File: src/pbig_pkg.sv
// ----------------------------------------------------------------------------
// Periodic boundary image generator: package
// Shared widths, configuration layout and saturating fixed-point helpers.
// ----------------------------------------------------------------------------
package pbig_pkg;

  localparam int COORD_WIDTH = 32;
  localparam int COEF_WIDTH  = 21;
  localparam int ROW_W       = 63;
  localparam int CNT_W       = 24;
  localparam int TOL_W       = 16;
  localparam int CFG_IDX_W   = 3;
  localparam int FLIP_W      = 3;
  localparam int NUM_SLOTS   = 8;
  localparam int QUEUE_DEPTH = 4;
  localparam int WIDE_W      = 90;
  localparam int INV_SHIFT   = 18;
  localparam int FWD_SHIFT   = 12;

  localparam logic [CNT_W-1:0] CNT_RESET = 24'h010101;
  localparam logic [TOL_W-1:0] TOL_RESET = 16'd66;

  // original first, then x-outer / z-inner subsets
  localparam logic [NUM_SLOTS-1:0][FLIP_W-1:0] FLIP_ORDER =
    {3'd7, 3'd3, 3'd5, 3'd1, 3'd6, 3'd2, 3'd4, 3'd0};

  typedef enum logic [CFG_IDX_W-1:0] {
    CFG_FWD_X, CFG_FWD_Y, CFG_FWD_Z,
    CFG_INV_X, CFG_INV_Y, CFG_INV_Z,
    CFG_REP_COUNTS, CFG_EDGE_TOL
  } cfg_idx_t;

  typedef struct packed {
    logic [2:0][ROW_W-1:0] fwd;
    logic [2:0][ROW_W-1:0] inv;
    logic [CNT_W-1:0]      counts;
    logic [TOL_W-1:0]      tol;
  } cfg_t;

  function automatic logic signed [63:0] sat64(input logic signed [WIDE_W-1:0] v);
    logic [WIDE_W-64:0] hi;
    logic signed [63:0] r;
    hi = v[WIDE_W-1:63];
    if ((&hi) || !(|hi)) r = v[63:0];
    else if (v[WIDE_W-1]) r = {1'b1, {63{1'b0}}};
    else r = {1'b0, {63{1'b1}}};
    return r;
  endfunction

  function automatic logic signed [63:0] sat_add64(input logic signed [63:0] a,
                                                   input logic signed [63:0] b);
    logic signed [WIDE_W-1:0] s;
    s = {{(WIDE_W-64){a[63]}}, a} + {{(WIDE_W-64){b[63]}}, b};
    return sat64(s);
  endfunction

  function automatic logic signed [63:0] dot3(input logic signed [63:0] p0,
                                              input logic signed [63:0] p1,
                                              input logic signed [63:0] p2);
    return sat_add64(sat_add64(p0, p1), p2);
  endfunction

  function automatic logic signed [63:0] round_sh(input logic signed [63:0] v,
                                                  input int unsigned s);
    logic signed [63:0] r;
    r = sat_add64(v, 64'sd1 <<< (s - 1));
    return r >>> s;
  endfunction

endpackage

File: src/pbig_queue.sv
// ----------------------------------------------------------------------------
// Periodic boundary image generator: classified-atom queue
// Small FIFO decoupling the front end from the image back end.
// ----------------------------------------------------------------------------
module pbig_queue #(
  parameter int WIDTH = 8,
  parameter int DEPTH = pbig_pkg::QUEUE_DEPTH
) (
  input  logic             clk,
  input  logic             rst_n,
  input  logic             wr_valid,
  output logic             wr_ready,
  input  logic [WIDTH-1:0] wr_data,
  output logic             rd_valid,
  input  logic             rd_ready,
  output logic [WIDTH-1:0] rd_data
);
  localparam int AW = $clog2(DEPTH);

  logic [WIDTH-1:0] mem_r [DEPTH];
  logic [AW-1:0]    wr_ptr_r, rd_ptr_r;
  logic [AW:0]      cnt_r;
  logic             push, pop;

  assign wr_ready = cnt_r != (AW+1)'(DEPTH);
  assign rd_valid = cnt_r != '0;
  assign rd_data  = mem_r[rd_ptr_r];
  assign push     = wr_valid && wr_ready;
  assign pop      = rd_valid && rd_ready;

  always_ff @(posedge clk) begin
    if (!rst_n) begin
      wr_ptr_r <= '0;
      rd_ptr_r <= '0;
      cnt_r    <= '0;
    end else begin
      if (push) wr_ptr_r <= wr_ptr_r + 1'b1;
      if (pop)  rd_ptr_r <= rd_ptr_r + 1'b1;
      cnt_r <= cnt_r + (AW+1)'(push) - (AW+1)'(pop);
    end
    if (push) mem_r[wr_ptr_r] <= wr_data;
  end
endmodule

File: config.mk
export PLATFORM = sky130hd
export DESIGN_NAME = pbig_queue
export DESIGN_NICKNAME = d
export VERILOG_FILES = /design/src/pbig_pkg.sv /design/src/pbig_queue.sv
export SDC_FILE = /design/constraint.sdc
export NUM_CORES = 1
export LEC_CHECK = 0
export ABC_AREA = 1
export BUFFER_PORTS_ARGS = -buffer_cell sky130_fd_sc_hd__buf_2
export CAP_MARGIN = 20
export CORE_ASPECT_RATIO = 1.1
export CORE_UTILIZATION = 55
export DETAILED_ROUTE_END_ITERATION = 10
export GPL_TIMING_DRIVEN = 1
export PLACE_DENSITY = 0.77
export SLEW_MARGIN = 20
export SYNTH_ARGS = -nofsm -noshare
export SYNTH_HDL_FRONTEND = slang
export SYNTH_SLANG_ARGS = --single-unit
File: constraint.sdc
create_clock -name clk -period 2.8 [get_ports clk]
set_clock_uncertainty 0.05 [all_clocks]
set_input_delay 0.56 -clock clk [delete_from_list [all_inputs] [get_ports clk]]
set_output_delay 0.56 -clock clk [all_outputs]
set_load 0.01 [all_outputs]
==> flow_metrics.env, run 1 <==
export IMPL_async_flop_share_pct=0
export IMPL_die_w_um=54.6
export IMPL_io_buffers=21
export IMPL_fin_crit_sh_pct=78.5
export IMPL_netlist_area_leader_share_pct=57.3
export IMPL_wl_mm=2.84
export IMPL_yosysWarnings=0
export IMPL_fmax_ghz=0.455
export IMPL_max_slew_margin_pct=47.8
export IMPL_cap_violations=0
export IMPL_die_height_um=59.9
export IMPL_rr_startpoint="cnt_r[1]$_SDFF_PN0_"
export IMPL_vias=1092
export IMPL_endpoint_kind="primary output"
export IMPL_place_ws_ns=0.577
export IMPL_finalInstanceArea_sq_um=1880
export IMPL_dr_pass1_iters=4
export IMPL_tns_ns=0
export IMPL_hold_violations=0
export IMPL_critPathKind="flop to primary output"
export IMPL_synth_most_common_cell="edfxtp_1"
export IMPL_pin_count=22
export IMPL_rsz0062_at_grt="no"
export IMPL_power_density_nw_per_um2=878
export IMPL_clock_latency_ns=0.33
export IMPL_path_max_fanout=10
export IMPL_worstHoldEndpoint="mem_r[2][4]$_DFFE_PP_"
export IMPL_synth_top_area_cell="edfxtp_1"
export IMPL_cts_tree="built"
export IMPL_grt_pass1_vias=1119
export IMPL_gp_congestion=0.725
export IMPL_synth_edff_count=32
export IMPL_htreeDepth=2
export IMPL_layout_drive_gt1_share_pct=21.3
export IMPL_final_max_slew_viol_count=0
export IMPL_synthFlopType="edfxtp_1"
export IMPL_rr_worst_depth=10
export IMPL_syn_nets=160
export IMPL_clk_pin_slew_worst_paths_ns=0.11
export IMPL_fin_ws_ns=0.602
export IMPL_r2r_end="cnt_r[2]$_SDFF_PN0_"
export IMPL_status="complete, no violations"
export IMPL_syn_avg_cell_area_sq_um=11.9
export IMPL_synth_area_leaders="edfxtp_1 (57%), dfxtp_1 (11%), nor2_1 (6.0%)"
export IMPL_ff2ff_setup_slack_ns=0.63
export IMPL_clk_path_buf_depth=2
export IMPL_place_area_sq_um=1810
export IMPL_cp_required_ns=2.19
export IMPL_syn_area_sq_um=1680
export IMPL_clock_sinks=41
export IMPL_initial_core_util_pct=59.3
export IMPL_crit_buf_inv=2
export IMPL_setup_viol_count_final=0
export IMPL_synth_seq_cells=41
export IMPL_path_cells="buf_4 > o21ai_0 > o22ai_1 > buf_2"
export IMPL_cp_top_family="flip-flops"
export IMPL_netlist_top_cells_count="edfxtp_1 (32), nor2_1 (27), inv_1 (15)"
export IMPL_seq_area_frac_synth_pct=68.1
export IMPL_area_growth_pct=12.4
export IMPL_period_needed_ns=2.20
export IMPL_row_count=20
export IMPL_fp_dieArea_sq_um=3270
export IMPL_antenna_cells=0
export IMPL_min_path_cells=1
export IMPL_cts_buffers=5
export IMPL_grt_pass1_wl_mm=4.60
export IMPL_post_cts_buffers=0
export IMPL_crit_path_top_delay_cell="dfxtp_1"
export IMPL_fin_util_pct=66.6
export IMPL_startpoint_type="flop"
export IMPL_hp_class="primary input to flop"
export IMPL_antenna_found_initial=0
export IMPL_hold_start="wr_data[4]"
export IMPL_route_detailed_drc=0
export IMPL_vias_per_cell=5.41
export IMPL_syn_inst=141
export IMPL_crit_path_max_incr_delay_ns=0.56
export IMPL_drtIter0Drc=23
export IMPL_post_dp_hpwl_mm=2.02
export IMPL_ctsHoldBuffers=0
export IMPL_fillers=221
export IMPL_yosysUniqueCellTypes=18
export IMPL_track_usage_pct=21.0
export IMPL_grt_ovfl_total=0
export IMPL_tightest_slew_ns=0.780
export IMPL_final_nets=187
export IMPL_power_leakage_nw=0.748
export IMPL_clock_root_buffer="clkbuf_4"
export IMPL_grt_start_max_net_pins=17
export IMPL_arrival_ns=1.59
export IMPL_drtAntennaViolNets=0
export IMPL_ir_drop_uv=599
export IMPL_core_area_sq_um=2830
export IMPL_cts_resized=0
export IMPL_wire_per_inst_um=14.1
[worst max-delay path by stage]
stage | start | end | slack, ns | cells after the start
5_1_grt | cnt_r[1]$_SDFF_PN0_ | cnt_r[2]$_SDFF_PN0_ | 0.48 | 10
6_report | flop | rd_data[0] | 0.60 | 4
2_1_floorplan | cnt_r[1]$_SDFF_PN0_ | cnt_r[2]$_SDFF_PN0_ | 0.87 | 10
4_1_cts | flop | rd_data[0] | 0.58 | 4
3_3_place_gp | wr_valid | cnt_r[2]$_SDFF_PN0_ | 0.76 | 9
3_5_place_dp | wr_valid | cnt_r[2]$_SDFF_PN0_ | 0.58 | 9
[placed cells by master, fill, tap and decap left out, types with 2 or more instances in the layout]
cell      instances
nor2_1           27
buf_2            21
inv_1            15
a21boi_0          2
o21ai_2           3
nand2_1          11
clkbuf_4          5
a21oi_1           4
nand3_1           3
edfxtp_1         32
nand2_2           2
ha_1              6
o21ai_0          13
dfxtp_1           9
o22ai_1           8
[final cells by class]
type	instances	area (sq um)	area share (%)
Clock buffer	6	41.3	2.19
Clock inverter	2	35.0	1.86
Inverter	16	60.1	3.19
Multi-Input combinational cell	82	453	24.0
Sequential cell	41	1140	60.6
Tap cell	33	41.3	2.19
Timing Repair Buffer	22	113	5.98
[per-layer routing]
| layer | up-vias | part of all wire, % | track usage [%] |
|---|---|---|---|
| met5 | - | 0 | 0 |
| met4 | 0 | 1.2 | 12.5 |
| met3 | 4 | 4.2 | 5.60 |
| li1 | 538 | - | - |
| met2 | 29 | 55 | 36.0 |
| met1 | 521 | 40 | 22.5 |
[sequential cells by signal, indices dropped and copies added, names as in the netlist, named ones only]
register	cells
mem_r	32
cnt_r	3
rd_ptr_r	2
wr_ptr_r	2
[power breakdown]
part	switching (mW)	total, mW	leakage (nW)	internal (mW)
sequential	0.0613	0.812	0.367	0.751
combinational	0.301	0.480	0.339	0.179
clock	0.174	0.362	0.0422	0.187
[logic make-up after synthesis]
| family | Yosys count | synth area share (%) |
|---|---|---|
| compound gates | 31 | 10.8 |
| fa+ha+maj | 7 | 5.67 |
| buf+inv | 18 | 4.92 |
| flops | 41 | 68.1 |
| simple gates | 44 | 10.5 |
[through the flow]
step	hold slack, ns	total power, mW	std cells
2_1_floorplan	0.398	1.15	141
4_1_cts	0.362	1.67	202
3_3_place_gp	0.422	1.26	194
6_report	0.377	1.65	202
3_5_place_dp	0.434	1.31	194
5_1_grt	0.352	1.77	202
Note: power is estimated with default switching activity, not from simulation.
==> inputs of run 2 (changes only) <==
- CORE_UTILIZATION: 55 -> 50
- PLACE_DENSITY: 0.77 -> 0.73
- clock period: 2.8 -> 1.9 ns (I/O delays scaled with it)
==> flow_metrics.env, run 2 (synthesis gave the netlist of run 1 again) <==
export IMPL_status="finished, violations left"
export IMPL_violations="DRC"
export IMPL_core_area_sq_um=3130
export IMPL_ir_drop_uv=692
export IMPL_path_cells="nor2_4 > nand2_2 > nand2_2 > ha_1 > inv_1 > ha_1 > inv_1 > fa_2 > nor2_1"
export IMPL_cts_buffers=5
export IMPL_layout_common_cells="edfxtp_1 (32), nor2_1 (27), buf_2 (21)"
export IMPL_dp_cells=203
export IMPL_dr_pass1_iters=9
export IMPL_r2r_end="cnt_r[1]$_SDFF_PN0_"
export IMPL_grt_pass1_vias=1081
export IMPL_vias_per_cell=5.13
export IMPL_instances_no_fill=211
export IMPL_track_usage_pct=18.1
export IMPL_fin_ws_ns=0.0775
export IMPL_cp_required_ns=2.09
export IMPL_crit_path_top_delay_cell="fa_2"
export IMPL_fillers=252
export IMPL_wire_per_inst_um=13.7
export IMPL_rr_worst_depth=9
export IMPL_max_slew_margin_pct=82.1
export IMPL_crit_path_max_incr_delay_ns=0.52
export IMPL_power_leakage_nw=0.778
export IMPL_tightest_slew_ns=0.268
export IMPL_fin_crit_sh_pct=95.9
export IMPL_largest_register="mem_r"
export IMPL_final_nets=195
export IMPL_vias=1083
export IMPL_htreeDepth=2
export IMPL_p_total_mw=2.40
export IMPL_fmax_ghz=0.549
export IMPL_cp_top_family="adder cells"
export IMPL_route_detailed_drc=2
export IMPL_antenna_found_initial=0
export IMPL_area_growth_pct=15.8
export IMPL_period_needed_ns=1.82
export IMPL_endpoint_kind="flop"
export IMPL_grt_pass1_wl_mm=4.74
export IMPL_hold_violations=0
export IMPL_path_max_fanout=3
export IMPL_tns_ns=0
export IMPL_critPathKind="flop to flop"
export IMPL_gp_congestion=0.699
export IMPL_largest_register_ffs=32
export IMPL_row_count=21
export IMPL_layout_drive_gt1_share_pct=28.8
export IMPL_crit_cells=9
export IMPL_place_ws_ns=-0.0422
export IMPL_fp_dieArea_sq_um=3590
export IMPL_cap_violations=0
export IMPL_antenna_cells=0
export IMPL_drtIter0Drc=28
export IMPL_io_buffers=21
export IMPL_top_regs="mem_r x32, cnt_r x3"
export IMPL_startpoint_type="flop"
export IMPL_finalInstanceArea_sq_um=1940
export IMPL_pin_count=22
export IMPL_fin_hold_ws_ns=0.205
export IMPL_clock_root_buffer="clkbuf_4"
export IMPL_arrival_ns=2.02
export IMPL_post_cts_buffers=0
export IMPL_initial_core_util_pct=53.6
export IMPL_clock_sinks=41
export IMPL_grt_start_max_net_pins=17
export IMPL_rsz0062_at_grt="yes"
export IMPL_layout_commonest_cell="edfxtp_1"
export IMPL_place_area_sq_um=1870
export IMPL_startpoint="cnt_r[1]$_SDFF_PN0_"
export IMPL_clk_path_buf_depth=2
export IMPL_ff2ff_setup_slack_ns=0.08
export IMPL_setup_viol_count_final=0
export IMPL_final_max_slew_viol_count=0
export IMPL_wl_mm=2.89
export IMPL_die_w_um=57.2
export IMPL_grt_ovfl_total=0
export IMPL_hp_class="primary input to flop"
export IMPL_fin_util_pct=62.1
export IMPL_ctsHoldBuffers=0
export IMPL_drtAntennaViolNets=0
export IMPL_crit_buf_inv=2
export IMPL_power_density_nw_per_um2=1230
export IMPL_crit_end="cnt_r[1]$_SDFF_PN0_"
export IMPL_rr_startpoint="cnt_r[1]$_SDFF_PN0_"
export IMPL_post_dp_hpwl_mm=2.01
export IMPL_cts_tree="built"
export IMPL_die_height_um=62.7
export IMPL_clock_latency_ns=0.33
export IMPL_clk_pin_slew_worst_paths_ns=0.11
run 2: cell count changes in the layout (fill, tap and decap cells not counted), sizes merged:
cell	previous run	this run
buf	22	30
bufinv	1	0
inv	16	15
clkbuf	6	7
clkinvlp	0	1
run 2: timing repair:
action	CTS	global route
setup endpoints to repair	7	7
resized for setup	7	5
hold endpoints to repair	0	0
gates cloned	0	0
pin swaps	1	3
run 2: final cells by class:
| class | count | area (sq um) | share of cell area [%] |
|---|---|---|---|
| sequential | 41 | 1150 | 59.2 |
| multi-input combinational | 82 | 463 | 23.8 |
| timing repair buffer | 30 | 173 | 8.89 |
| inverter | 16 | 63.8 | 3.29 |
| clock buffer | 7 | 45.0 | 2.32 |
| tap | 34 | 42.5 | 2.19 |
| clock inverter | 1 | 5.00 | 0.258 |
run 2: worst reg2reg max path: cells and delay by family (launching register included):
family	cells	cell delay [ns]
flip-flops	1	0.36
AND/OR/NAND/NOR	4	0.33
buffers and inverters	2	0.12
adder cells (fa/ha/maj)	3	0.88
run 2: how the worst min path moves through the flow:
| stage | start | end | cells after the start |
|---|---|---|---|
| CTS | wr_data[4] | mem_r[2][4]$_DFFE_PP_ | 1 |
| floorplan | rd_ptr_r[0]$_SDFFE_PN0P_ | flop | 2 |
| global placement | rd_ptr_r[0]$_SDFFE_PN0P_ | rd_ptr_r[0]$_SDFFE_PN0P_ | 2 |
| detailed placement | rd_ptr_r[0]$_SDFFE_PN0P_ | rd_ptr_r[0]$_SDFFE_PN0P_ | 2 |
| global route | wr_data[6] | mem_r[2][6]$_DFFE_PP_ | 1 |
| finish | wr_data[4] | mem_r[2][4]$_DFFE_PP_ | 1 |
run 2: power breakdown:
part / total, mW / internal, mW / leakage [nW] / switching, mW
clock: 0.395 / 0.144 / 0.0293 / 0.250
sequential: 1.20 / 1.11 / 0.369 / 0.0862
combinational: 0.802 / 0.329 / 0.379 / 0.474
total: 2.40 / 1.59 / 0.778 / 0.810
run 2: layer usage:
layer	wire, um	up-vias	part of all wire (%)	GRT usage [%]
met5	0	-	0	0
met4	53	0	1.8	10.1
met3	138	8	4.8	5.18
met2	1470	29	51	31.6
met1	1220	489	42	19.4
li1	-	557	-	-
